--- src/hdl/ptpps_pkg.sv ---
package ptpps_pkg;

  // Configuration port geometry
  localparam int CFG_IDX_W  = 1;
  localparam int CFG_DATA_W = 11;

  // Register indexes
  localparam logic [CFG_IDX_W-1:0] CFG_START_BIT = 1'b0;
  localparam logic [CFG_IDX_W-1:0] CFG_ROW_WIDTH = 1'b1;

  // Field widths
  localparam int START_W  = 3;
  localparam int CNT_W    = 11;
  localparam int PLANES   = 4;
  localparam int PIX_W    = 4;
  localparam int PAD_W    = 2;
  localparam int BYTE_W   = 8;

  // Rightmost pixel position within a screen byte
  localparam logic [START_W-1:0] LAST_POS = 3'd7;

  // Reset values of the registers
  localparam logic [START_W-1:0] START_BIT_RST = 3'd0;
  localparam logic [CNT_W-1:0]   ROW_WIDTH_RST = 11'd1;

  typedef logic [PLANES-1:0][BYTE_W-1:0] planes_t;

endpackage

--- src/hdl/ptpps_in_if.sv ---
interface ptpps_in_if;
  logic       valid;
  logic       ready;
  logic [7:0] plane0_byte;
  logic [7:0] plane1_byte;
  logic [7:0] plane2_byte;
  logic [7:0] plane3_byte;

  modport source (
    output valid, plane0_byte, plane1_byte, plane2_byte, plane3_byte,
    input  ready
  );
  modport sink (
    input  valid, plane0_byte, plane1_byte, plane2_byte, plane3_byte,
    output ready
  );
endinterface

--- src/hdl/ptpps_out_if.sv ---
interface ptpps_out_if;
  logic       valid;
  logic       ready;
  logic [3:0] pixel_value;
  logic       row_end;
  logic [1:0] pad_after;
  logic       item_end;

  modport source (
    output valid, pixel_value, row_end, pad_after, item_end,
    input  ready
  );
  modport sink (
    input  valid, pixel_value, row_end, pad_after, item_end,
    output ready
  );
endinterface

--- src/hdl/planar_to_packed_pixel_span_unit.sv ---
// Planar to packed pixel converter for one screen row span. Each request
// carries the four plane bytes of one screen byte column (eight pixels, bit 7
// leftmost); the unit issues one 4-bit packed pixel per cycle, plane p on
// pixel bit p, while the output is not stalled. A request therefore yields
// 8 - start_bit pixels on the first byte of a row, 8 on the others, and fewer
// on the byte that closes the row. The next request is taken in the same
// cycle that the last pixel of the current one is issued, so back-to-back
// requests leave no gap on the output. start_bit is sampled when a row's first
// byte issues its first pixel; row_width of zero acts as one and is capped at
// MAX_ROW_WIDTH. The last pixel of a row carries row_end and
// pad_after = (-width) mod 4. There is no clearing pass after reset.
module planar_to_packed_pixel_span_unit #(
  parameter int MAX_ROW_WIDTH = 1024
) (
  input  logic                           clk_i,
  input  logic                           rst_ni,
  input  logic                           cfg_we_i,
  input  logic [ptpps_pkg::CFG_IDX_W-1:0]  cfg_idx_i,
  input  logic [ptpps_pkg::CFG_DATA_W-1:0] cfg_data_i,
  ptpps_in_if.sink                       in_i,
  ptpps_out_if.source                    out_o
);
  import ptpps_pkg::*;

  // Configuration registers
  logic [START_W-1:0] start_bit_q;
  logic [CNT_W-1:0]   row_width_q;

  // Item register
  logic               item_valid_q, item_valid_d;
  logic               fresh_q, fresh_d;
  logic [START_W-1:0] pos_q, pos_d;
  planes_t            planes_q;

  // Row state
  logic [CNT_W-1:0]   pixels_done_q, pixels_done_d;

  // Result register
  logic               out_valid_q, out_valid_d;
  logic [PIX_W-1:0]   pix_q;
  logic               row_end_q;
  logic [PAD_W-1:0]   pad_q;
  logic               item_end_q;

  logic               produce, item_free, load;
  logic [START_W-1:0] cur_pos, bit_sel;
  logic [PIX_W-1:0]   pix;
  logic [CNT_W-1:0]   eff_w, done_inc;
  logic               last_row, last_item;
  logic [PAD_W-1:0]   pad;

  // Configuration writes
  always_ff @(posedge clk_i or negedge rst_ni) begin
    if (!rst_ni) begin
      start_bit_q <= START_BIT_RST;
      row_width_q <= ROW_WIDTH_RST;
    end else if (cfg_we_i) begin
      case (cfg_idx_i)
        CFG_START_BIT: start_bit_q <= cfg_data_i[START_W-1:0];
        CFG_ROW_WIDTH: row_width_q <= cfg_data_i[CNT_W-1:0];
        default: ;
      endcase
    end
  end

  // Effective row width: zero acts as one, capped at the maximum
  always_comb begin
    eff_w = row_width_q;
    if (row_width_q == '0) begin
      eff_w = CNT_W'(1);
    end else if (int'(row_width_q) > MAX_ROW_WIDTH) begin
      eff_w = CNT_W'(MAX_ROW_WIDTH);
    end
  end

  // Pixel issue for the current position
  assign produce  = item_valid_q && (!out_valid_q || out_o.ready);
  assign cur_pos  = fresh_q ? ((pixels_done_q == '0) ? start_bit_q : '0) : pos_q;
  assign bit_sel  = LAST_POS - cur_pos;

  always_comb begin
    for (int p = 0; p < PLANES; p++) begin
      pix[p] = planes_q[p][bit_sel];
    end
  end

  assign done_inc  = pixels_done_q + CNT_W'(1);
  assign last_row  = (done_inc >= eff_w);
  assign last_item = last_row || (cur_pos == LAST_POS);
  assign pad       = PAD_W'(2'd0 - eff_w[PAD_W-1:0]);

  // Next item may enter as the last pixel of the current one issues
  assign item_free  = !item_valid_q || (produce && last_item);
  assign load       = in_i.valid && item_free;
  assign in_i.ready = item_free;

  always_comb begin
    item_valid_d  = item_valid_q;
    fresh_d       = fresh_q;
    pos_d         = pos_q;
    pixels_done_d = pixels_done_q;
    out_valid_d   = out_valid_q && !out_o.ready;
    if (produce) begin
      out_valid_d   = 1'b1;
      pos_d         = cur_pos + START_W'(1);
      fresh_d       = 1'b0;
      pixels_done_d = last_row ? '0 : done_inc;
      if (last_item) begin
        item_valid_d = 1'b0;
      end
    end
    if (load) begin
      item_valid_d = 1'b1;
      fresh_d      = 1'b1;
    end
  end

  // Control state
  always_ff @(posedge clk_i or negedge rst_ni) begin
    if (!rst_ni) begin
      item_valid_q  <= 1'b0;
      fresh_q       <= 1'b0;
      pos_q         <= '0;
      pixels_done_q <= '0;
      out_valid_q   <= 1'b0;
    end else begin
      item_valid_q  <= item_valid_d;
      fresh_q       <= fresh_d;
      pos_q         <= pos_d;
      pixels_done_q <= pixels_done_d;
      out_valid_q   <= out_valid_d;
    end
  end

  // Payload capture
  always_ff @(posedge clk_i) begin
    if (load) begin
      planes_q <= {in_i.plane3_byte, in_i.plane2_byte, in_i.plane1_byte, in_i.plane0_byte};
    end
    if (produce) begin
      pix_q      <= pix;
      row_end_q  <= last_row;
      pad_q      <= last_row ? pad : '0;
      item_end_q <= last_item;
    end
  end

  assign out_o.valid       = out_valid_q;
  assign out_o.pixel_value = pix_q;
  assign out_o.row_end     = row_end_q;
  assign out_o.pad_after   = pad_q;
  assign out_o.item_end    = item_end_q;

endmodule

--- src/flat_wrapper.sv ---
// flat-port wrapper written by rule: the top's interface ports become plain ports
module planar_to_packed_pixel_span_unit_flat import ptpps_pkg::*;
#(
  parameter int MAX_ROW_WIDTH = 1024
)
  (clk_i, rst_ni, cfg_we_i, cfg_idx_i, cfg_data_i, in_i_valid, in_i_plane0_byte, in_i_plane1_byte, in_i_plane2_byte, in_i_plane3_byte, in_i_ready, out_o_valid, out_o_pixel_value, out_o_row_end, out_o_pad_after, out_o_item_end, out_o_ready);
  ptpps_in_if in_i_i ();
  ptpps_out_if out_o_i ();
  input  logic clk_i;
  input  logic rst_ni;
  input  logic cfg_we_i;
  input  logic [ptpps_pkg::CFG_IDX_W-1:0] cfg_idx_i;
  input  logic [ptpps_pkg::CFG_DATA_W-1:0] cfg_data_i;
  input wire logic [$bits(in_i_i.valid)-1:0] in_i_valid;
  input wire logic [$bits(in_i_i.plane0_byte)-1:0] in_i_plane0_byte;
  input wire logic [$bits(in_i_i.plane1_byte)-1:0] in_i_plane1_byte;
  input wire logic [$bits(in_i_i.plane2_byte)-1:0] in_i_plane2_byte;
  input wire logic [$bits(in_i_i.plane3_byte)-1:0] in_i_plane3_byte;
  output wire logic [$bits(in_i_i.ready)-1:0] in_i_ready;
  output wire logic [$bits(out_o_i.valid)-1:0] out_o_valid;
  output wire logic [$bits(out_o_i.pixel_value)-1:0] out_o_pixel_value;
  output wire logic [$bits(out_o_i.row_end)-1:0] out_o_row_end;
  output wire logic [$bits(out_o_i.pad_after)-1:0] out_o_pad_after;
  output wire logic [$bits(out_o_i.item_end)-1:0] out_o_item_end;
  input wire logic [$bits(out_o_i.ready)-1:0] out_o_ready;
  assign in_i_i.valid = in_i_valid;
  assign in_i_i.plane0_byte = in_i_plane0_byte;
  assign in_i_i.plane1_byte = in_i_plane1_byte;
  assign in_i_i.plane2_byte = in_i_plane2_byte;
  assign in_i_i.plane3_byte = in_i_plane3_byte;
  assign in_i_ready = in_i_i.ready;
  assign out_o_valid = out_o_i.valid;
  assign out_o_pixel_value = out_o_i.pixel_value;
  assign out_o_row_end = out_o_i.row_end;
  assign out_o_pad_after = out_o_i.pad_after;
  assign out_o_item_end = out_o_i.item_end;
  assign out_o_i.ready = out_o_ready;
  planar_to_packed_pixel_span_unit #(.MAX_ROW_WIDTH(MAX_ROW_WIDTH)) u_core (.clk_i(clk_i), .rst_ni(rst_ni), .cfg_we_i(cfg_we_i), .cfg_idx_i(cfg_idx_i), .cfg_data_i(cfg_data_i), .in_i(in_i_i), .out_o(out_o_i));
endmodule
--- config.mk ---
export PLATFORM = sky130hd
export DESIGN_NAME = planar_to_packed_pixel_span_unit_flat
export DESIGN_NICKNAME = d
export VERILOG_FILES = /design/src/hdl/ptpps_pkg.sv /design/src/hdl/ptpps_in_if.sv /design/src/hdl/ptpps_out_if.sv /design/src/hdl/planar_to_packed_pixel_span_unit.sv /design/src/flat_wrapper.sv
export SDC_FILE = /design/constraint.sdc
export NUM_CORES = 1
export LEC_CHECK = 0
export ABC_AREA = 0
export BUFFER_PORTS_ARGS = -buffer_cell sky130_fd_sc_hd__buf_2
export CAP_MARGIN = 20
export CORE_ASPECT_RATIO = 1.2
export CORE_UTILIZATION = 60
export DETAILED_ROUTE_END_ITERATION = 12
export HOLD_SLACK_MARGIN = 0.15
export PLACE_DENSITY = 0.85
export SLEW_MARGIN = 5
export SYNTH_ARGS = -nofsm -noshare
export SYNTH_HDL_FRONTEND = slang
export SYNTH_SLANG_ARGS = --single-unit
--- constraint.sdc ---
create_clock -name clk_i -period 5 [get_ports clk_i]
set_input_delay 1 -clock clk_i [delete_from_list [all_inputs] [get_ports clk_i]]
set_output_delay 1 -clock clk_i [all_outputs]
set_load 0.02 [all_outputs]
Word-level counts from Yosys, hierarchy flattened
Cells that the tools add are included.
- flip-flop bits (word level): 71
- input port bits: 49
- output and inout port bits: 10
- word-level logic and storage cells: 60
- add/sub/neg operators: 4
- $lt $le $gt $ge: 3
- equal/unequal tests: 1
- mux-type cells: 19
- bitwise gates (word level): 1
- reductions and logical operators: 17
- operator list (cell ; number):
    2-to-1 mux 11 bit ; 3
    logical NOT 11 bit ; 2
    binary-select mux 1 bit (select 3 bit) ; 4
    adder 11 x 1 -> 11 bit, second input constant ; 1
    >= comparator 11 bit ; 1
    > comparator 11 bit, second input constant ; 1
    2-to-1 mux 1 bit ; 10
    2-to-1 mux 3 bit ; 2
    AND reduction 2 bit ; 3
    logical AND 1 bit ; 4
    < comparator 3 x 4 -> 1 bit, second input constant ; 1
    nonzero test 2 bit ; 2
    adder 3 x 1 -> 3 bit, second input constant ; 1
    equality test 3 bit, second input constant ; 1
    logical NOT 1 bit ; 3
    logical OR 1 bit ; 3
    subtractor 3 bit, first input constant ; 1
    subtractor 1 x 2 -> 2 bit, first input constant ; 1
    inverter 1 bit ; 1

Logic depth before layout (Yosys ltp)
Gate-level depths: netlist (run 1).
- depth after elaboration: 10
- gate-level depth with buffers: 12
- gate-level depth less buffers: 10

Worst setup path after synthesis (run 1)
OpenSTA, ideal clock, no wires.
- path type: register to output
- start point: register u_core.pixels_done_q[0]
- end point: output in_i_ready
- arrival time: 2.394 ns
- data required time: 4.000 ns
- setup slack: 1.606 ns
- stages on the path, launching flop included: 11
- path buffers: 0
- cells stage by stage: dfrtp_1 -> ha_1 -> and4_2 -> nand4_1 -> xnor2_1 -> ha_1 -> a21oi_1 -> nor2_1 -> a211oi_2 -> o211a_1 -> o21ai_0
- longest elaborated chain between the ends: 7
- elaborated cells between the ends (all ways): 9
- classes of those cells: add/sub (1); order compare (1); eq/ne (1); mux (2); reduce/logical (4)
- RTL lines (what ; line ; source):
    start: declaration ; planar_to_packed_pixel_span_unit.sv:36 ; logic [CNT_W-1:0] pixels_done_q, pixels_done_d;
    start signal: assignment ; planar_to_packed_pixel_span_unit.sv:130 ; pixels_done_q <= pixels_done_d;
    parallel branches: the longest is 4 deep, another holds adder 11 x 1 -> 11 bit ; -- ;
    logical OR 1 bit * ; planar_to_packed_pixel_span_unit.sv:89 ; assign last_item = last_row || (cur_pos == LAST_POS);
    logical AND 1 bit * ; planar_to_packed_pixel_span_unit.sv:93 ; assign item_free = !item_valid_q || (produce && last_item);
    logical OR 1 bit * ; planar_to_packed_pixel_span_unit.sv:93 ;
    end: declaration ; flat_wrapper.sv:19 ; output wire logic [$bits(in_i_i.ready)-1:0] in_i_ready;
Every way passes the cells marked *.

Worst setup path after layout (run 1)
Ends and elaborated chain as after synthesis.

==> impl_results.md, run 1 <==
- Total routed wirelength: 5760 um
- Clk root buf: clkbuf_8
- Max_slew headroom: 54.5%
- Final #Nets: around 400
- Core ar.: 5410 sq um
- Fraction of registers with async set/reset: 43.7%
- DP Area: 3770 sq um
- Clk_lat worst skew: 0.35 ns
- Worst setup path endpoint: in_i_ready
- WP data arrival: roughly 3.1 ns
- Hold-fix buffers, CTS: 0
- Crit end category: output pin
- Via count: 2,226
- DR DRC count: 0
- Worst path required time: approximately 4.0 ns
- HP Class: register to register
- HPWL reported at the end of detailed placement: 4140 um
- N_diodes: 0
- Synthesis Warnings: 0
- Crit path kind: register to output pin
- Worst Path Max Fanout: 7
- Skew final: 0.0183 ns
- Netlist cell types: 43
- EDFF count, synth: 40
- Seq/Total Area, Yosys: 57.6%
- Leakage: 1.73 nW
- Die height: 84.9 um
- Clock Path Buffers: 2
- Top cells by count, synth: 41 x nand2_1, 40 x edfxtp_1, 30 x dfrtp_1, 24 x mux2i_1, 18 x mux2_2
- First-pass GRT wire length: about 9400 um
- Mean Syn Cell Area: 12.8 sq um
- # fillers: 375
- RSZ-0062 raised after global routing: false
- 1st-iter DRT viols: 139
- TNS Setup: 0 ns
- TritonCTS clock tree: built
- Final setup viols: 0
- DRT antenna net count: 0
- R2r setup slk: 1.61 ns
- Layout cells sized above 1: 30.4%
- Die area: 6030 sq um
- Largest area contributor in the netlist: edfxtp_1
- Cell area after layout: between 3000 and 4000 sq um
- Pre-antenna DRT Iters: 4
- Yosys top cell area share: about a third
- Startpoint Class: register
- Sink Count: 71
- VDD IR max: approximately 0.00034 V
- Num CTS Buffers: 9
- R2R Path Start: u_core.pixels_done_q[0]
- Mapped Area: 3430 sq um
- Gp weighted congestion: ~0.88
- Vias in the first global route: around 2,200
- CTS resizes: 0
- Die width: a little over 70 um
- CTS H-tree lvls: 3
- Tot Pwr: 1.91 mW
- Worst Reg-to-Reg Cells: 11
- Cell area power density: between 400 and 500 nW/um^2
- Largest net degree at the start of global routing: 33
- Num rows: 29
- Hold Vio Cnt, Final: 0
- Fin crit period: 4.10 ns
- Final period util: 82.1%
- Drt wl/cell: roughly 14 um
- Setup bufs post-CTS: 0
- Worst Max-Slew Pin Slew: 0.682 ns
- Mapped Cells: 269
- Cell with the most instances after synthesis: nand2_1
- I/O Buffers: 58
- Slew Limit Fails: 0
- Post-synth top flop: edfxtp_1
- Reg2Reg Capture Point: u_core.pixels_done_q[2]
- #FFs+latches synth: 71
- FMAX: 0.244 GHz
- Clock slew at reported path FFs: roughly 0.070 ns
- Total nets after synthesis: 333
- Max cap viols: 0
- Vias per std cell: ~5.6
- Final Util: 73.1%
- Top cells by area, synth: edfxtp_1 35%, dfrtp_1 22%, mux2i_1 7.0%
- GRT overflow: 0
- Initial antenna violation count: 0
- Overall Global Routing Usage: 21.1%
- Initial Utilization: about 64%
- Crit. Startpoint: u_core.pixels_done_q[0]
- IO Pins: 59
- Layout overhead on the synthesized area: 15.0%
- Status: completed
[worst min path at each step]
stage	start	endpoint	slack (ns)	cells past startpoint
after global placement	u_core.pos_q[0]	u_core.pos_q[0]	0.46	2
after detailed placement	u_core.pos_q[0]	u_core.pos_q[0]	0.47	2
after floorplan	u_core.pos_q[0]	u_core.pos_q[0]	0.44	2
after CTS	u_core.pos_q[0]	u_core.pos_q[0]	0.49	2
after global routing	u_core.pos_q[0]	u_core.pos_q[0]	0.53	2
final	u_core.pos_q[0]	u_core.pos_q[0]	0.49	2
[logic make-up (layout without fill, tap and decap cells)]
family | after synthesis | in the layout | synth area share (%)
muxes | 42 | 42 | 12.9
xor gates and xnor gates | 9 | 9 | 2.30
DFF | 71 | 71 | 57.6
buffers and inverters | 20 | 90 | 3.31
AOI/OAI and AO/OA | 35 | 35 | 6.45
adders and majority gates | 15 | 15 | 5.46
and+or+nand+nor | 77 | 77 | 12.0
[placed cells by master, fill, tap and decap left out, drive strengths merged]
| master | n |
|---|---|
| mux2i | 24 |
| a21oi | 8 |
| dfstp | 1 |
| nor3 | 1 |
| nand3 | 6 |
| o2111ai | 1 |
| nor4 | 3 |
| buf | 62 |
| bufinv | 1 |
| nor2 | 3 |
| clkinv | 5 |
| nand2 | 41 |
| and4 | 4 |
| inv | 11 |
| and3 | 3 |
| xor2 | 1 |
| o22ai | 4 |
| or2 | 1 |
| nor4b | 1 |
| a41o | 2 |
| nand2b | 1 |
| o311ai | 1 |
| nor2b | 3 |
| ha | 15 |
| nand4 | 3 |
| o211ai | 3 |
| edfxtp | 40 |
| o211a | 1 |
| a41oi | 1 |
| clkbuf | 11 |
| xnor2 | 8 |
| dfrtp | 30 |
| o21ai | 13 |
| a211oi | 1 |
| nand3b | 1 |
| and2b | 1 |
| and2 | 5 |
| mux2 | 18 |
[critical path: stages (launching register included)]
cell	delay [ns]
dfrtp_1	0.44
ha_1	0.26
and4_2	0.28
nand4_1	0.13
xnor2_1	0.25
ha_1	0.29
a21oi_1	0.17
nor2_1	0.07
a211oi_2	0.38
o211a_1	0.26
o21ai_0	0.08
buf_2	0.17
[flip-flops by register name (all words and copies together), names as in the netlist]
name                      flops
u_core.fresh_q                1
u_core.item_valid_q           1
u_core.out_o.item_end         1
u_core.out_o.pad_after        2
u_core.out_o.pixel_value      4
u_core.out_o.row_end          1
u_core.out_o.valid            1
u_core.pixels_done_q         11
u_core.planes_q              32
u_core.pos_q                  3
u_core.row_width_q           11
u_core.start_bit_q            3
[cell type report]
| class | instances | area (sq um) | share of cell area [%] |
|---|---|---|---|
| inverter | 12 | 45.0 | 1.14 |
| clock inverter | 5 | 48.8 | 1.23 |
| multi-input combinational | 178 | 1350 | 34.2 |
| timing repair buffer | 62 | 320 | 8.11 |
| clock buffer | 11 | 131 | 3.32 |
| sequential | 71 | 1980 | 50.1 |
| tap | 62 | 77.6 | 1.96 |
[metal layers]
metal | up-vias | track usage [%] | routed length [um]
met5 | - | 0 | 0
met4 | 0 | 10.9 | 124
met3 | 11 | 7.24 | 262
met1 | 1044 | 23.5 | 2430
met2 | 53 | 35.8 | 2940
li1 | 1118 | - | -
[per-stage QoR]
step | hold slack [ns] | setup WS (ns) | instances
final | 0.489 | 0.895 | 401
after global routing | 0.525 | 0.664 | 401
after CTS | 0.494 | 0.913 | 401
after detailed placement | 0.472 | 1.29 | 385
after global placement | 0.460 | 1.45 | 385
after floorplan | 0.444 | 1.61 | 269
[report_power, final]
group | switching, mW | internal [mW] | total, mW
Combinational | 0.351 | 0.294 | 0.644
Sequential | 0.0852 | 0.752 | 0.837
Clock | 0.202 | 0.227 | 0.428
Total | 0.637 | 1.27 | 1.91
(Power assumes the default switching activity.)
==> run 2: changes to the inputs <==
- ABC_AREA: 0 -> 1
- CORE_UTILIZATION: 60 -> 56
- PLACE_DENSITY: 0.85 -> 0.79
- clock period: 5 -> 3.9 ns (I/O delays scaled with it)
==> run 2 against run 1 <==
  * Core utilization down 3.9 points
  * Register-to-register slack worse by 0.91 ns
  * Die area up 13%
  * Synthesized cell count increased by 44%
  * Clock skew fell by 0.0072 ns
  * Routed wire length rose by 19%
  * Final cell count up 35%
  * Via count is 22% higher
  * Global-route usage is 0.96 points higher
  * Critical path depth rose by 5
==> impl_results.md, run 2 <==
- Clock Path Buffers: 2 (unchanged)
- Switch share: 38.6% (+5.2 points)
- HPWL reported at the end of detailed placement: 5020 um (+21%)
- Vias per std cell: 5.00 (-9.9%)
- Status: completed
- Leakage: 2.12 nW (+22%)
- Fraction of registers with async set/reset: 43.7% (unchanged)
- Pre-antenna DRT Iters: 4 (unchanged)
- Worst Reg-to-Reg Cells: 18 (+7)
- Flop pwr share: 38.8% (-5.0 points)
- Initial antenna violation count: 0 (unchanged)
- Clk_lat worst skew: 0.34 ns (about the same)
- Cell-internal power: 1.79 mW (+41%)
- Gate power share: 40.1% (+6.4 points)
- FMAX: around 0.27 GHz
- Largest registers: u_core.planes_q (32), u_core.pixels_done_q (11), u_core.row_width_q (11)
- Die width: 75.4 um (+6.1%)
- Largest area contributor in the netlist: edfxtp_1
- Met3 Use GR: 3.70% (-3.5 points)
- Clock share of power: 21.1% (-1.3 points)
- Core ar.: 6130 sq um (+13%)
- Overall Global Routing Usage: 22.1% (+0.96 points)
- First-pass GRT wire length: 11,200 um (+19%)
- Yosys top cell area share: 33.2% (-1.8 points)
- GRT overflow: 0 (unchanged)
- Top cells by count, synth: 103 x nand2_1, 63 x inv_1, 42 x nand3_1, 40 x edfxtp_1, 30 x dfrtp_1
- Crit. Startpoint: u_core.pixels_done_q[1]
- Num rows: 31 (+6.9%)
- I/O Buffers: 58 (unchanged)
- Total routed wirelength: 6840 um (+19%)
- Vias in the first global route: 2,604 (+21%)
- WP data arrival: 2.86 ns (-0.24 ns)
- HP Class: primary input to asynchronous set/reset pin
- Max reg flops: 32 (unchanged)
- Die height: 90.1 um (+6.1%)
- Worst setup path endpoint: in_i_ready
- Final Util: 69.2% (-3.9 points)
- Multi-input logic area: 1380 sq um (+2.3%)
- Worst Max-Slew Pin Slew: 0.698 ns (+0.0156 ns)
- Most common cell after layout, fill and taps aside: nand2_1
- Final #Nets: 518 (+30%)
- Most frequent cells in the layout: 101 x nand2_1, 63 x inv_1, 57 x buf_2
- Post-synth top flop: edfxtp_1
- GRT met2 Usage: 38.8% (+3.0 points)
- DP Area: 3980 sq um (+5.4%)
- Worst path required time: 3.12 ns (-0.88 ns)
- CTS H-tree lvls: 3 (unchanged)
- #FFs+latches synth: 71 (unchanged)
- Skew final: 0.0111 ns (-0.00719 ns)
- Crit path kind: register to output pin
- 1st-iter DRT viols: 127 (-8.6%)
- Max cap viols: 0 (unchanged)
- Reg2Reg Capture Point: u_core.planes_q[22]
- Setup ws final: 0.258 ns (-0.637 ns)
- Pre-CTS setup slack: 0.428 ns (-0.863 ns)
- Final instance count without filler cells: 541 (+35%)
- Final period util: 93.4%
- Num CTS Buffers: 9 (unchanged)
- VDD IR max: 0.000455 V (+34%)
- IO Pins: 59 (unchanged)
- Most used routing layer: met2
- Clock slew at reported path FFs: 0.07 ns (about the same)
- DRT antenna net count: 0 (unchanged)
- Mapped Area: 3620 sq um (+5.5%)
- M1 GR Usage: 24.8% (+1.3 points)
- # fillers: 507 (+35%)
- Cell area power density: 686 nW/um^2 (+42%)
- Worst Path Max Fanout: 3 (-4)
- Cell with the most instances after synthesis: nand2_1
- Sequential Area: 1980 sq um (about the same)
- R2R Path Start: u_core.pixels_done_q[1]
- DR DRC count: 0 (unchanged)
- NetSw: 1.12 mW (+76%)
- Top cells by area, synth: edfxtp_1 33%, dfrtp_1 21%, nand2_1 11%
- Initial Utilization: 59.1% (-4.4 points)
- Crit end category: output pin
- Fin crit period: 3.64 ns
- Mean Syn Cell Area: 9.36 sq um (-27%)
- Layout cells sized above 1: 25.7% (-4.7 points)
- Die area: 6800 sq um (+13%)
- Startpoint Class: register
- Sink Count: 71 (unchanged)
- Clk root buf: clkbuf_8
- TritonCTS clock tree: built
- Synthesis Warnings: 0 (unchanged)
- EDFF count, synth: 40 (unchanged)
- R2r setup slk: 0.70 ns (-0.91 ns)
- Gp weighted congestion: 0.889 (+1.1%)
- Total nets after synthesis: 451 (+35%)
- Placed insts: 523 (+36%)
- Via count: 2,706 (+22%)
- Largest net degree at the start of global routing: 33 (unchanged)
- Drt wl/cell: 12.6 um (-12%)
- Mapped Cells: 387 (+44%)
- Layout overhead on the synthesized area: 17.1%
- Max_slew headroom: 53.5% (-1.0 points)
- Seq/Total Area, Yosys: 54.6% (-3.0 points)
- Cell area after layout: 4240 sq um (+7.4%)
- Final setup viols: 0 (unchanged)
- Register with the most flip-flops: u_core.planes_q
- Hold Vio Cnt, Final: 0 (unchanged)
- Slew Limit Fails: 0 (unchanged)
- Netlist cell types: 31 (-28%)
- N_diodes: 0 (unchanged)
==> run 2: changes by cell type after synthesis, sizes merged, moves of 5 or more <==
cell / previous run / this run
xor2: 1 / 6
mux2i: 24 / 0
nand3: 6 / 43
xnor2: 8 / 0
mux2: 18 / 7
nand2: 41 / 115
inv: 11 / 66
nor2: 3 / 20
and2: 5 / 0
==> run 2: power by group through the flow <==
stage	registers (mW)	logic, mW	clock network, mW
floorplan	1.18	0.833	0
global placement	1.14	1.09	0
detailed placement	1.14	1.13	0
CTS	1.13	1.14	0.620
global route	1.15	1.34	0.649
finish	1.13	1.17	0.614
==> run 2: cell families after synthesis <==
family                   count (synthesis)  share of synthesized area (%)
AO/OA/AOI/OAI                           24                           3.52
XOR/XNOR                                 6                           1.45
AND/OR/NAND/NOR                        191                           24.6
multiplexers                             7                           2.18
adder cells (fa/ha/maj)                 15                           5.18
flip-flops                              71                           54.6
buffers and inverters                   73                           8.46
==> run 2: final cells by class <==
type                    instances  share of cell area [%]
clock buffers                  11                    3.10
clock inverters                 5                    1.74
inverters                      67                    5.93
multi-input cells             243                    32.6
flip-flops and latches         71                    46.7
well taps                      82                    2.42
repair buffers                 62                    7.61
==> run 2: per-layer routing <==
metal	part of all wire, %	vias to the layer above
met1	39	1234
li1	-	1382
met4	3.2	0
met5	0	-
met3	3.4	23
met2	54	67
==> run 2: timing repair <==
item                                    CTS  global route
resized for setup                         0            14
hold buffers                              0             0
buffers inserted                          0             2
endpoints found under the setup margin    0             1
==> run 2: how the worst min path moves through the flow <==
stage,start,to,slack (ns),cells after the start
3_5_place_dp,u_core.pos_q[1],u_core.pos_q[1],0.47,2
6_report,rst_ni,u_core.row_width_q[4],0.48,1
5_1_grt,u_core.pos_q[1],u_core.pos_q[1],0.53,2
4_1_cts,u_core.item_valid_q,u_core.out_o.valid,0.48,2
3_3_place_gp,u_core.pos_q[2],u_core.pos_q[2],0.47,2
2_1_floorplan,u_core.pos_q[2],u_core.pos_q[2],0.45,2
==> run 2: worst max-delay path: stages, from the launching register on <==
cell	delay, ns
dfrtp_1	0.38
ha_2	0.21
nand3_1	0.14
nor2_2	0.17
buf_4	0.12
nand2_1	0.06
xor2_1	0.17
ha_1	0.30
nand2_1	0.07
nor2_1	0.19
nand2_1	0.09
nor2_2	0.15
nor2_1	0.07
nand3_1	0.10
nand2_1	0.08
nand2_2	0.07
buf_4	0.14
==> run 2: per-stage QoR <==
step | hold slack (ns) | total power, mW | TNS (ns)
finish | 0.475 | 2.91 | 0
global route | 0.525 | 3.14 | -0.0495
CTS | 0.485 | 2.89 | 0
detailed placement | 0.470 | 2.28 | 0
global placement | 0.465 | 2.23 | 0
floorplan | 0.449 | 2.01 | 0
==> run 3: changes to the inputs <==
- CORE_UTILIZATION: 56 -> 34
- PLACE_DENSITY: 0.79 -> not set
- TNS_END_PERCENT: not set -> 100
==> run 3 against run 2 <==
  * Sequential share of layout area fell by 1.0 points
  * Critical path type unchanged
  * Non-clock buffer count fell by 2
  * Final cell count rose by 7.8%
  * Highest routed layer unchanged
  * Clock power rose by 20%
  * Via count fell by 0.48%
==> impl_results.md, run 3 (same netlist as run 2, synthesis figures left out) <==
- Met3 Use GR: 2.84% (-0.86 points)
- Clock slew at reported path FFs: 0.06 ns (about the same)
- Status: completed
- Vias in the first global route: 2,733 (+5.0%)
- Drt wl/cell: 12.0 um (-4.9%)
- Setup ws final: 0.252 ns (-0.00642 ns)
- Final period util: 93.5% (+0.16 points)
- DR DRC count: 0 (unchanged)
- Hold slack: 0.494 ns (+0.0190 ns)
- GRT met2 Usage: 25.6% (-13 points)
- Hold_sp: u_core.item_valid_q
- Vias per std cell: 4.62 (-7.6%)
- Tot Pwr: 3.03 mW (+4.1%)
- Max reg flops: 32 (unchanged)
- HP Class: register to register
- Most used routing layer: met2
- WHS Path Cells: 2
- CP delay by family, top: simple AND/OR/NAND/NOR gates
- Via count: 2,693 (-0.48%)
- Num rows: 40 (+29%)
- Total routed wirelength: 7010 um (+2.5%)
- Crit path kind: register to output pin
- WP data arrival: 2.87 ns (about the same)
- Critical path's slowest cell: dfrtp_2
- TritonCTS clock tree: built
- Crit end category: output pin
- Worst path cell trace: ha_2, nand3_1, nor2_2, nand3_2, nor2_2, nand2_1, nand2_1, nand2_1, ha_1, nand2_1, nor2_2, inv_1, a21oi_4, nor2_1, nand3_1, nand2_1, nand2_1, buf_4
- Register with the most flip-flops: u_core.planes_q
- M1 GR Usage: 15.5% (-9.3 points)
- FMAX: 0.274 GHz (-0.18%)
- Worst path required time: 3.12 ns (about the same)
- Core ar.: 10,200 sq um (+67%)
- Layout overhead on the synthesized area: 19.7%
- I/O Buffers: 58 (unchanged)
- R2r setup slk: 0.63 ns (-0.07 ns)
- Most common cell on crit path: nand2_1
- Overall Global Routing Usage: 14.6% (-7.5 points)
- Cell area power density: 699 nW/um^2 (+1.9%)
- IO Pins: 59 (unchanged)
- Pre-CTS setup slack: 0.372 ns (-0.0558 ns)
- N_diodes: 0 (unchanged)
- TNS Setup: 0 ns (unchanged)
- Final Util: 42.5% (-27 points)
- Startpoint Class: register
- Critical path depth: 18 (+2)
- Die area: 11,100 sq um (+63%)
- Slowest stage delay, CP: 0.41 ns (+0.03 ns)
- Leakage: 2.13 nW (+0.59%)
- Largest net degree at the start of global routing: 33 (unchanged)
- Pre-antenna DRT Iters: 4 (unchanged)
- Worst hold endpoint: u_core.out_o.valid
- Die height: 115 um (+28%)
- Worst path bufs/invs: 2 (unchanged)
- Worst Path Max Fanout: 6 (+3)
- Clock Path Buffers: 2 (unchanged)
- 1st-iter DRT viols: 92 (-28%)
- Worst Reg-to-Reg Cells: 20 (+2)
- Clk_lat worst skew: 0.33 ns (about the same)
- Hold Vio Cnt, Final: 0 (unchanged)
- Clk root buf: clkbuf_16
- CTS H-tree lvls: 3 (unchanged)
- # fillers: 1,032 (+100%)
- Final setup viols: 0 (unchanged)
- Final #Nets: 516 (-0.39%)
- Largest registers: u_core.planes_q (32), u_core.pixels_done_q (11), u_core.row_width_q (11)
- R2R Path Start: u_core.pixels_done_q[0]
- VDD IR max: 0.000306 V (-33%)
- Max cap viols: 0 (unchanged)
- Initial Utilization: 35.5% (-24 points)
- Gp weighted congestion: 0.891 (+0.24%)
- GRT overflow: 0 (unchanged)
- HPWL reported at the end of detailed placement: 5250 um (+4.6%)
- Most frequent cells in the layout: 102 x nand2_1, 63 x inv_1, 57 x buf_2
- Max_slew headroom: 52.8% (-0.72 points)
- Hold-fix buffers, CTS: 0 (unchanged)
- DRT antenna net count: 0 (unchanged)
- Sink Count: 71 (unchanged)
- Layout cells sized above 1: 24.7% (-0.98 points)
- Fin crit period: 3.65 ns (+0.00642 ns)
- Die width: 96.2 um (+28%)
- Reg2Reg Capture Point: u_core.planes_q[0]
- First-pass GRT wire length: 11,900 um (+6.5%)
- Initial antenna violation count: 0 (unchanged)
- Worst Max-Slew Pin Slew: 0.709 ns (+0.0108 ns)
- Slew Limit Fails: 0 (unchanged)
- Skew final: 0.00902 ns (-0.00210 ns)
- Most common cell after layout, fill and taps aside: nand2_1
- Num CTS Buffers: 9 (unchanged)
==> run 3: cell count changes in the layout (fill, tap and decap cells not counted), moves of 2 or more <==
cell	delta
clkbuf_16	+9
clkbuf_8	-9
buf_4	-2
bufinv_16	-2
nor3_1	+2
nor3_2	-2
==> run 3: tightest hold or removal path, cell delays in order, from the launching register on <==
cell     delay, ns
dfrtp_1       0.36
inv_1         0.04
nand2_1       0.05
==> run 3: cell type report <==
cell class / count / area [sq um] / area share (%)
sequential: 71 / 1980 / 45.6
multi-input combinational: 243 / 1370 / 31.7
timing repair buffer: 60 / 308 / 7.10
inverter: 67 / 251 / 5.80
clock buffer: 10 / 229 / 5.28
tap: 126 / 158 / 3.64
clock inverter: 6 / 37.5 / 0.866
==> run 3: worst max-delay path by stage <==
stage / slack [ns] / from / endpoint
after floorplan: 0.39 / u_core.pixels_done_q[0] / u_core.planes_q[0]
after global placement: 0.53 / u_core.row_width_q[5] / in_i_ready
after detailed placement: 0.37 / u_core.pixels_done_q[0] / in_i_ready
after CTS: 0.006 / u_core.pixels_done_q[0] / in_i_ready
after global routing: -0.002 / u_core.pixels_done_q[0] / in_i_ready
final: 0.25 / u_core.pixels_done_q[0] / in_i_ready
==> run 3: stage by stage <==
step / area [sq um] / cells
2_1_floorplan: 3620 / 387
3_3_place_gp: 4030 / 567
3_5_place_dp: 4030 / 567
4_1_cts: 4300 / 583
5_1_grt: 4340 / 583
6_report: 4340 / 583
==> run 3: timing repair <==
item                       in CTS  in global routing
buffers inserted                0                  0
gates resized for setup         0                 12
setup endpoints to repair       0                 33
==> run 3: layer usage <==
metal  vias up  share of wire (%)
li1       1376                  -
met1      1236                 40
met2        60                 53
met3        21                3.3
met4         0                3.8
met5         -                  0
==> run 3: power breakdown <==
| group | switching (mW) | leakage (nW) | internal, mW |
|---|---|---|---|
| sequential | 0.102 | 0.758 | 1.04 |
| clock | 0.309 | 0.128 | 0.428 |
| combinational | 0.767 | 1.24 | 0.389 |
